`src/sv/esbl_pkg.sv`:
```
// Shared types and constants for the exit stub branch linker.
package esbl_pkg;

  localparam int unsigned S_TDATA_W = 160;
  localparam int unsigned M_TDATA_W = 136;
  localparam int unsigned KIND_W    = 2;
  localparam int unsigned ENTRY_W   = 128;

  typedef enum logic [KIND_W-1:0] {
    KIND_LOAD  = 2'd0,
    KIND_SLOT  = 2'd1,
    KIND_STUB  = 2'd2,
    KIND_CLEAR = 2'd3
  } kind_t;

  // opcode masks and matches of the immediate-loading words
  localparam logic [31:0] MASK_20   = 32'hfe00_0000;
  localparam logic [31:0] MASK_12   = 32'hffc0_0000;
  localparam logic [31:0] OP_LU12I  = 32'h1400_0000;
  localparam logic [31:0] OP_ORI    = 32'h0380_0000;
  localparam logic [31:0] OP_LU32I  = 32'h1600_0000;
  localparam logic [31:0] OP_LU52I  = 32'h0300_0000;

  localparam logic [31:0] PLACEHOLDER_WORD = 32'h5000_0400;
  localparam logic [31:0] B_OPCODE         = 32'h5000_0000;

  typedef struct packed {
    logic        absorb;
    logic [63:0] imm;
  } stub_dec_t;

  typedef struct packed {
    logic hit;
    logic more;
  } step_stat_t;

endpackage

```
`src/sv/esbl_search_step.sv`:
```
// One binary search step: compares the probed entry and narrows the bounds.
module esbl_search_step import esbl_pkg::*; #(
  parameter int unsigned CW = 11
) (
  input  logic [CW-1:0] lo,
  input  logic [CW-1:0] hi,
  input  logic [CW-1:0] mid,
  input  logic [63:0]   key,
  input  logic [63:0]   entry_pc,
  output logic [CW-1:0] lo_next,
  output logic [CW-1:0] hi_next,
  output logic [CW-1:0] mid_next,
  output step_stat_t    stat
);

  logic gt;

  always_comb begin
    stat.hit = (key == entry_pc);
    gt       = (key > entry_pc);
    lo_next  = gt ? mid + CW'(1) : lo;
    hi_next  = (!stat.hit && !gt) ? mid : hi;
    stat.more = !stat.hit && (lo_next < hi_next);
    mid_next = lo_next + ((hi_next - lo_next) >> 1);
  end

endmodule

```
`config.mk`:
```
export PLATFORM = sky130hd
export DESIGN_NAME = esbl_search_step
export DESIGN_NICKNAME = d
export VERILOG_FILES = /design/src/sv/esbl_pkg.sv /design/src/sv/esbl_search_step.sv
export SDC_FILE = /design/constraint.sdc
export NUM_CORES = 1
export LEC_CHECK = 0
export BUFFER_PORTS_ARGS = -buffer_cell sky130_fd_sc_hd__buf_2
export CORE_AREA = 2 2 88 90
export DETAILED_ROUTE_END_ITERATION = 12
export DIE_AREA = 0 0 90 92
export PLACE_DENSITY = 0.81
export RECOVER_POWER = 25
export SYNTH_ARGS = -nofsm -noshare
export SYNTH_HDL_FRONTEND = slang
export SYNTH_SLANG_ARGS = --single-unit
```
`constraint.sdc`:
```
create_clock -name vclk -period 6
set_clock_uncertainty 0.1 [all_clocks]
set_input_delay 0.6 -clock vclk [all_inputs]
set_output_delay 0.6 -clock vclk [all_outputs]
set_load 0.01 [all_outputs]
```
==> flow_metrics.py <==
metrics = {
    "setup_path": {
        "critPathKind": "input port to output port",
        "crit_top_cell": "a21oi_2",
        "crit_chain": "buf_2, inv_2, ha_4, buf_4, a21oi_2, a21oi_1, or4b_4, a211o_4, nor3_4, buf_4, mux2_2, ha_4, a21boi_2, nor2_1, ha_1, a21o_1, a21oi_2, o21bai_1, a21oi_2, o21ai_2, a21o_1, a21oi_2, xor2_1, buf_2",
        "crit_fanout": 8,
        "cp.arrival_ns": 5.35,
        "critPathCaptureType": "output port",
        "critPathRequiredTime_ns": 5.30,
        "cp-start-kind": "input port",
        "slowest_delay_ns": 0.52,
        "slowest_stage": "or4b_4",
    },
    "layout": {
        "syn2layout_area_growth_pct": 74.94,
        "num_antenna_cells": 0,
        "seq_area_um2": 0,
        "multi_input_area_um2": 3088,
        "clkbuf_count": 0,
        "nNetsFinal": 927,
        "fill_cells": 599,
        "layout-drive-gt1-share": 0.5296,
        "nFlopsAndLatches": 0,
    },
    "job": {
        "max_cap_viol_count": 0,
    },
    "drt": {
        "routed_wl_mm": 10.82,
        "viasPerCell": 5.091,
        "ant_nets": 0,
        "firstDrtPassIters": 4,
        "drc": 0,
        "wire_per_inst_um": 13.91,
        "num_vias": 3961,
        "drt_iter0_markers": 60,
    },
    "sta": {
        "hold_viol": 0,
        "tightest_slew_ns": 0.4395,
        "final.min_clock_period_ns": 6.053,
        "final_max_slew_viol_count": 0,
        "setup_viol": 1,
        "rsz0062_at_grt": "yes",
        "holdWs_ns": 1.447,
        "fin_crit_sh": 1.009,
        "finalSetupTns_ns": -0.05292,
        "relSlewSlack": 0.7043,
        "worst_slack_ns": -0.05292,
        "max_freq_ghz": 0.1652,
    },
    "synthesis": {
        "synth_top_area_share": 0.3647,
        "syn_nets": 659,
        "ys_top_cells_by_area": "ha_1, inv_1, a21oi_1",
        "yosys_warnings": 0,
        "yosysTopAreaCell": "ha_1",
        "yosysMostFrequentCell": "inv_1",
        "netlist_instances": 410,
        "netlist_area_um2": 2950,
        "synthTopCellsByCount": "inv_1, ha_1, a21oi_1",
        "ys_types": 43,
        "syn_area_per_cell_um2": 7.196,
        "yosysSeqAreaShare": 0,
    },
    "global_route": {
        "grt_pass1_vias": 4069,
        "antenna_found_initial": 0,
        "grt_overflow": 0,
        "grt_use_total": 0.2416,
        "grt_pass1_wl_mm": 17.00,
        "grt_max_degree": 9,
    },
    "placement": {
        "dp_hpwl_mm": 8.700,
        "numPortBuffers": 196,
        "gp_congestion": 0.8894,
    },
    "floorplan": {
        "ios": 196,
        "initial_core_util": 0.3962,
        "rows": 32,
        "die_w_um": 90,
        "core_area_um2": 7447,
        "dieArea_um2": 8280,
        "fp.dieH_um": 92,
    },
    "min_path": {
        "worstHoldPathCells": 3,
        "hold_path.class": "input port to output port",
    },
    "power": {
        "irDropWorstVdd_mv": 0.2478,
        "power.leakage_nw": 2.895,
        "power_density_nw_per_um2": 184.6,
    },
    "clock_network": {
        "cts_hold_buffers": 0,
    },
    "run_status": {
        "outcome": "complete, but fails checks",
        "failed_checks": "negative setup slack",
    },
}
per-layer routing:
layer / vias to the layer above / global-route usage / wire, um
met2: 163 / 0.5150 / 5918
li1: 1983 / - / -
met4: 0 / 0.05128 / 199
met3: 21 / 0.02629 / 661
met1: 1794 / 0.2474 / 4039
met5: - / 0 / 0
worst max-delay path, delay by kind of cell:
kind	cells	cell delay, ns
compound gates	11	1.83
xor+xnor	1	0.15
fa+ha+maj	3	0.79
buf+inv	5	0.70
mux	1	0.39
simple gates	3	0.89
stage by stage:
stage	utilization	setup WS, ns	power (W)	cells	cell area, um2
detailed placement	0.5993	-0.4015	0.0007741	761	4463
CTS	0.6628	-0.01291	0.0008818	773	4936
finish	0.6930	-0.05292	0.0009527	778	5161
floorplan	-	0.01405	0.0004301	410	2953
global route	0.6930	-0.2707	0.001041	778	5161
global placement	0.5993	-0.2492	0.0007578	761	4463
cell type report:
type	count	share of cell area
Inverter	87	0.06327
Multi-Input combinational cell	320	0.5983
Tap cell	102	0.02473
Timing Repair Buffer	269	0.3137
path summary, 6_finish.rpt:
check / start / endpoint
max: entry_pc[59] / mid_next[10]
min: hi[7] / hi_next[7]
cells by family after synthesis:
group | Yosys count | synth area share
xor+xnor | 22 | 0.06531
fa+ha+maj | 88 | 0.3783
mux | 21 | 0.07718
compound gates | 83 | 0.1734
buf+inv | 90 | 0.1162
simple gates | 106 | 0.1896
layout by cell type, fill, tap and decap left out, types with 3 or more instances in the layout:
cell type	Yosys	layout
buf_2	1	183
inv_1	87	73
buf_4	1	71
ha_1	86	67
a21oi_1	40	26
nand2_1	25	25
nand3_1	20	20
ha_4	0	19
nand4_1	16	16
nor2_1	15	15
inv_2	0	14
a21oi_2	0	14
buf_6	0	13
xor2_1	11	11
mux2_2	11	10
a21o_1	9	9
xnor2_1	11	9
o21ai_0	14	6
mux2i_1	9	6
o21ai_2	0	5
nor4_1	5	4
nor2b_1	4	3
and4_1	3	3
nor3_1	4	3
and3_1	3	3
o21ai_1	0	3
timing repair:
action                     4_1_cts  5_1_grt
setup buffers                   13        8
resized for setup               68       40
gates cloned                     0        0
pin swaps                       38       34
setup endpoints to repair        5        6
where the power goes:
| group | total (W) | switching [W] | internal, W |
|---|---|---|---|
| Sequential | 0 | 0 | 0 |
| Combinational | 0.000953 | 0.000457 | 0.000496 |
| Clock | 0 | 0 | 0 |
| Total | 0.000953 | 0.000457 | 0.000496 |
(Power assumes the default switching activity.)
