--- src/sv/esbl_pkg.sv ---
// Shared types and constants for the exit stub branch linker.
package esbl_pkg;

  localparam int unsigned S_TDATA_W = 160;
  localparam int unsigned M_TDATA_W = 136;
  localparam int unsigned KIND_W    = 2;
  localparam int unsigned ENTRY_W   = 128;

  typedef enum logic [KIND_W-1:0] {
    KIND_LOAD  = 2'd0,
    KIND_SLOT  = 2'd1,
    KIND_STUB  = 2'd2,
    KIND_CLEAR = 2'd3
  } kind_t;

  // opcode masks and matches of the immediate-loading words
  localparam logic [31:0] MASK_20   = 32'hfe00_0000;
  localparam logic [31:0] MASK_12   = 32'hffc0_0000;
  localparam logic [31:0] OP_LU12I  = 32'h1400_0000;
  localparam logic [31:0] OP_ORI    = 32'h0380_0000;
  localparam logic [31:0] OP_LU32I  = 32'h1600_0000;
  localparam logic [31:0] OP_LU52I  = 32'h0300_0000;

  localparam logic [31:0] PLACEHOLDER_WORD = 32'h5000_0400;
  localparam logic [31:0] B_OPCODE         = 32'h5000_0000;

  typedef struct packed {
    logic        absorb;
    logic [63:0] imm;
  } stub_dec_t;

  typedef struct packed {
    logic hit;
    logic more;
  } step_stat_t;

endpackage

--- src/sv/esbl_stub_dec.sv ---
// Decoder for exit stub words: spots immediate loads and places their bits.
module esbl_stub_dec import esbl_pkg::*; (
  input  logic [31:0] word,
  output stub_dec_t   dec
);

  always_comb begin
    dec.absorb = 1'b1;
    dec.imm    = '0;
    priority if ((word & MASK_20) == OP_LU12I) begin
      dec.imm[31:12] = word[24:5];
    end else if ((word & MASK_12) == OP_ORI) begin
      dec.imm[11:0] = word[21:10];
    end else if ((word & MASK_20) == OP_LU32I) begin
      dec.imm[51:32] = word[24:5];
    end else if ((word & MASK_12) == OP_LU52I) begin
      dec.imm[63:52] = word[21:10];
    end else begin
      dec.absorb = 1'b0;
    end
  end

endmodule

--- config.mk ---
export PLATFORM = sky130hd
export DESIGN_NAME = esbl_stub_dec
export DESIGN_NICKNAME = d
export VERILOG_FILES = /design/src/sv/esbl_pkg.sv /design/src/sv/esbl_stub_dec.sv
export SDC_FILE = /design/constraint.sdc
export NUM_CORES = 1
export LEC_CHECK = 0
export BUFFER_PORTS_ARGS = -buffer_cell sky130_fd_sc_hd__clkbuf_2
export CAP_MARGIN = 20
export CELL_PAD_IN_SITES_DETAIL_PLACEMENT = 0
export CELL_PAD_IN_SITES_GLOBAL_PLACEMENT = 2
export CORE_UTILIZATION = 13
export DETAILED_ROUTE_END_ITERATION = 10
export PLACE_DENSITY_LB_ADDON = 0.1
export SYNTH_ARGS = -nofsm -noshare
export SYNTH_HDL_FRONTEND = slang
export SYNTH_SLANG_ARGS = --single-unit
--- constraint.sdc ---
create_clock -name vclk -period 5.1
set_input_delay 1.02 -clock vclk [all_inputs]
set_output_delay 1.02 -clock vclk [all_outputs]
set_load 0.02 [all_outputs]
==> results of run 1 <==
tightest hold or removal path: cells and delay by family:
kind,cells,cell delay [ps]
buffers and inverters,2,240
AND/OR/NAND/NOR,1,100
metal layers:
metal,vias to the layer above,share of wire [%],global-route usage (%)
met2,44,49,18.2
met3,2,6.3,1.27
met5,-,0,0
met1,401,44,13.6
met4,0,0.073,0
li1,461,-,-
final cells by class:
cell class / instances / share of cell area (%)
multi-input combinational: 75 / 51.7
tap: 52 / 5.81
timing repair buffer: 94 / 42.5
report_power, final:
part / internal (uW) / switching, uW
clock: 0 / 0
combinational: 12.8 / 16.1
sequential: 0 / 0
worst min-delay path by stage:
stage / end / slack (ps) / depth (start not counted)
final: dec[33] / 2380 / 3
after global routing: dec[13] / 2400 / 3
after CTS: dec[33] / 2380 / 3
after detailed placement: dec[33] / 2380 / 3
after global placement: dec[36] / 2380 / 3
after floorplan: dec[55] / 2170 / 1
Yosys cell counts:
library cell and number:
or4_4 2, nor4b_1 3, buf_6 1, nand2_1 3
or2_2 1, nor4b_4 1, nor4b_2 8, nor3b_1 1
clkbuf_1 7, and2_1 40, and2_0 1, buf_4 3
nor4_1 2, and3_1 13
logic make-up after synthesis:
family                 share of synthesized area (%)
and+or+nand+nor                                 90.4
buffers and inverters                           9.56
stage by stage:
step                      cell area (um^2)  instances  hold slack [ps]  worst slack (ps)
after floorplan                        628         86             2170              1230
after detailed placement              1120        221             2380              1050
after CTS                             1120        221             2380              1050
after global routing                  1120        221             2400               946
final                                 1120        221             2380              1100
after global placement                1120        221             2380              1080
cells in the final DEF, fill, tap and decap left out, drive strengths merged:
| cell type | netlist | layout |
|---|---|---|
| and3 | 13 | 13 |
| clkbuf | 7 | 92 |
| and2 | 41 | 41 |
| nor4 | 2 | 2 |
| nor4b | 12 | 12 |
| buf | 4 | 2 |
| nand2 | 3 | 3 |
| nor3b | 1 | 1 |
| or2 | 1 | 1 |
| or4 | 2 | 2 |
==> impl_metrics.tcl, run 1 <==
set metrics [dict create \
    outcome "finished, final reports clean" \
    cts_hold_buf 0 \
    setup_viol_count_final 0 \
    num_rows 24 \
    critPathMaxFanout 12 \
    max_clock_freq_ghz 0.250 \
    worstSetupPathType "in2out" \
    timing_max_transition_violations_final 0 \
    drt_drc_violations_left 0 \
    post-route-util_pct 24.9 \
    post_route_cells_drive_above_1_share_pct 63.9 \
    headroom_to_the_max_slew_limit_pct 32.2 \
    die_y_um 71.5 \
    number_of_resized_instances_in_the_post_cts_repair_step 0 \
    hold_sp "word[6]" \
    ios 97 \
    cp.depth 5 \
    irDropWorstVdd_mv 0.0137 \
    cp_data_required_time_ps 4080 \
    worst_path_largest_cell_delay_ps 880 \
    synthesis.area_per_instance_um2 7.30 \
    floorplan.core_area_um2 4500 \
    critical_path.top_delay_family "simple AND/OR/NAND/NOR gates" \
    synth_largest_type_area_fraction_pct 39.8 \
    totalNegativeSetupSlack_ps 0 \
    synth.top_cells.by_area "and2_1 40%, nor4b_2 19%, and3_1 13%" \
    path_buf_inv 2 \
    worst_path_most_repeated_cell "clkbuf_2" \
    hold_path_class "in2out" \
    syn-cell-area_um2 628 \
    antenna_violating_nets_post_route 0 \
    syn_inst 86 \
    min_period_over_period_pct 78.3 \
    initial_utilization_pct 13.9 \
    place.gp.congestion 0.609 \
    total_power_uw 28.9 \
    grt_antenna_before_repair 0 \
    design.seq.count 0 \
    grt_setup_unrepaired "false" \
    fillerInstances 541 \
    seq_area_frac_synth_pct 0 \
    register_area_um2 0 \
    cell_by_cell_listing_of_the_critical_path "clkbuf_2 -> or4_4 -> nor4_2 -> and3_1 -> clkbuf_2" \
    cp_data_arrival_time_ps 2980 \
    yosys.cell_types.count 14 \
    maxCapViolations 0 \
    viasPerCell 4.11 \
    grt-ovfl-total 0 \
    synth-warning-count 0 \
    fp.dieW_um 71.5 \
    syn-num-nets 118 \
    report.final.hold_viol_count 0 \
    power.leakage_uw 0.000669 \
    worstMarginPinSlew_ps 1010 \
    vias 908 \
    groute.usage.overall_pct 10.1 \
    die-area_um2 5110 \
    post-cts-setup-buffers 0 \
    totalWireLength_um 2750 \
    hpwl_um 2200 \
    multiInputGateArea_um2 579 \
    critPathCapture "dec[1]" \
    final_period_minus_worst_setup_slack_ps 4000 \
    critical_path.slowest_cell "nor4_2" \
    nClkBuffers 0 \
    critical_path.endpoint_type "output port" \
    route.detailed.wl_per_inst_um 12.4 \
    yosys.area.top_type "and2_1" \
    grt_first_pass_wirelength_um 4280 \
    grt_start_max_net_pins 27 \
    syn2layout_area_growth_pct 78.3 \
    drtIter0Drc 12 \
    first_global_vias 816 \
    nets 203 \
    buffer_ports.inserted 92 \
    diodes 0 \
    setup.worst_path.start_class "primary input" \
    critical_path.startpoint "word[27]" \
    total_power_per_unit_cell_area_nw_per_um2 25.8 \
    detail_route.first_pass.iterations 4 \
]
(Power assumes the default switching activity.)
==> run 2, diff against run 1 <==
--- a/config.mk
+++ b/config.mk
@@ -9,7 +9,7 @@
 export CAP_MARGIN = 20
 export CELL_PAD_IN_SITES_DETAIL_PLACEMENT = 0
 export CELL_PAD_IN_SITES_GLOBAL_PLACEMENT = 2
-export CORE_UTILIZATION = 13
+export CORE_UTILIZATION = 11
 export DETAILED_ROUTE_END_ITERATION = 10
 export PLACE_DENSITY_LB_ADDON = 0.1
 export SYNTH_ARGS = -nofsm -noshare
==> constraint.sdc (replaced) <==
create_clock -name vclk -period 3.3
set_input_delay 0.66 -clock vclk [all_inputs]
set_output_delay 0.66 -clock vclk [all_outputs]
set_load 0.02 [all_outputs]
==> impl_metrics.tcl, run 2 (synthesis gave the netlist of run 1 again) <==
set metrics [dict create \
    most_frequent_cells_in_the_layout "92 x clkbuf_2, 40 x and2_1, 13 x and3_1" \
    floorplan.core_area_um2 5510 \
    worstMarginPinSlew_ps 651 \
    buffer_ports.inserted 92 \
    hold_path_class "in2out" \
    initial_utilization_pct 11.4 \
    die-area_um2 6020 \
    drtIter0Drc 23 \
    critPathMaxFanout 13 \
    hold_sp "word[5]" \
    die_y_um 77.6 \
    syn2layout_area_growth_pct 87.8 \
    setup.worst_path.start_class "primary input" \
    diodes 0 \
    grt_antenna_before_repair 0 \
    grt-ovfl-total 0 \
    detail_route.first_pass.iterations 4 \
    grt_first_pass_wirelength_um 4370 \
    register_area_um2 0 \
    post_route_cells_drive_above_1_share_pct 65.7 \
    final.setup.worst_slack_ps 127 \
    post-route-util_pct 21.4 \
    hpwl_um 2320 \
    viasPerCell 3.81 \
    worstHoldPathCells 3 \
    post-place-ws_ps 9.39 \
    final_common_cell "clkbuf_2" \
    antenna_violating_nets_post_route 0 \
    multiInputGateArea_um2 592 \
    holdPathEnd "dec[12]" \
    fillerInstances 634 \
    nClkBuffers 0 \
    place.gp.congestion 0.688 \
    grt_start_max_net_pins 27 \
    report.final.hold_viol_count 0 \
    nets 206 \
    cp_data_required_time_ps 2640 \
    critical_path.endpoint_type "output port" \
    cp_data_arrival_time_ps 2510 \
    worstSetupPathType "in2out" \
    totalNegativeSetupSlack_ps 0 \
    groute.usage.overall_pct 8.91 \
    final_period_minus_worst_setup_slack_ps 3170 \
    totalWireLength_um 2800 \
    route.detailed.wl_per_inst_um 11.5 \
    post-cts-setup-buffers 0 \
    total_power_per_unit_cell_area_nw_per_um2 39.5 \
    grt_setup_unrepaired "false" \
    timing_max_transition_violations_final 0 \
    drt_drc_violations_left 0 \
    ios 97 \
    first_global_vias 840 \
    max_clock_freq_ghz 0.315 \
    vias 929 \
    headroom_to_the_max_slew_limit_pct 56.6 \
    fp.dieW_um 77.6 \
    power.leakage_uw 0.000687 \
    maxCapViolations 0 \
    design.seq.count 0 \
    num_rows 27 \
    irDropWorstVdd_mv 0.0217 \
    setup_viol_count_final 0 \
    min_period_over_period_pct 96.2 \
    outcome "finished, final reports clean" \
]
-- run 2: cell count changes in the layout (fill, tap and decap cells not counted), sizes merged --
cell,change
buf,+3
-- run 2: area by class of cell --
type	instances	area share, %
multi-input cells	75	50.2
repair buffers	97	42.2
well taps	72	7.64
-- run 2: worst max path at each step --
stage                         from  endpoint  depth (start not counted)
after floorplan           word[27]   dec[52]                          3
after global placement    word[27]   dec[53]                          5
after detailed placement  word[27]   dec[53]                          5
after CTS                 word[27]   dec[53]                          5
after global routing      word[27]   dec[53]                          5
final                     word[27]   dec[54]                          5
-- run 2: where the power goes --
part	total (uW)	internal (uW)	leakage, uW	switching [uW]
clock network	0	0	0	0
registers	0	0	0	0
logic	46.6	20.9	0.000687	25.7
-- run 2: stage by stage --
step	area (um^2)	std cells	hold slack (ps)	total power, uW
finish	1180	244	1660	46.6
global route	1180	244	1670	52.1
CTS	1170	244	1670	47.1
floorplan	628	86	1450	20.8
global placement	1170	244	1670	46.4
detailed placement	1170	244	1660	47.0
-- run 2: timing repair --
item / CTS / global route
hold buffers: 0 / 0
endpoints found under the setup margin: 0 / 2
gates resized for setup: 0 / 2
-- run 2: metal layers --
layer | part of all wire, % | vias up | global-route usage, %
li1 | - | 469 | -
met5 | 0 | - | 0
met2 | 51 | 44 | 16.1
met4 | 0 | 0 | 0
met3 | 6.8 | 0 | 1.18
met1 | 42 | 416 | 11.8
-- run 2: critical path, cell delays in order --
cell and delay [ps]:
clkbuf_2 90, or4_4 550, or4_4 670, nor4b_1 300, clkbuf_2 230
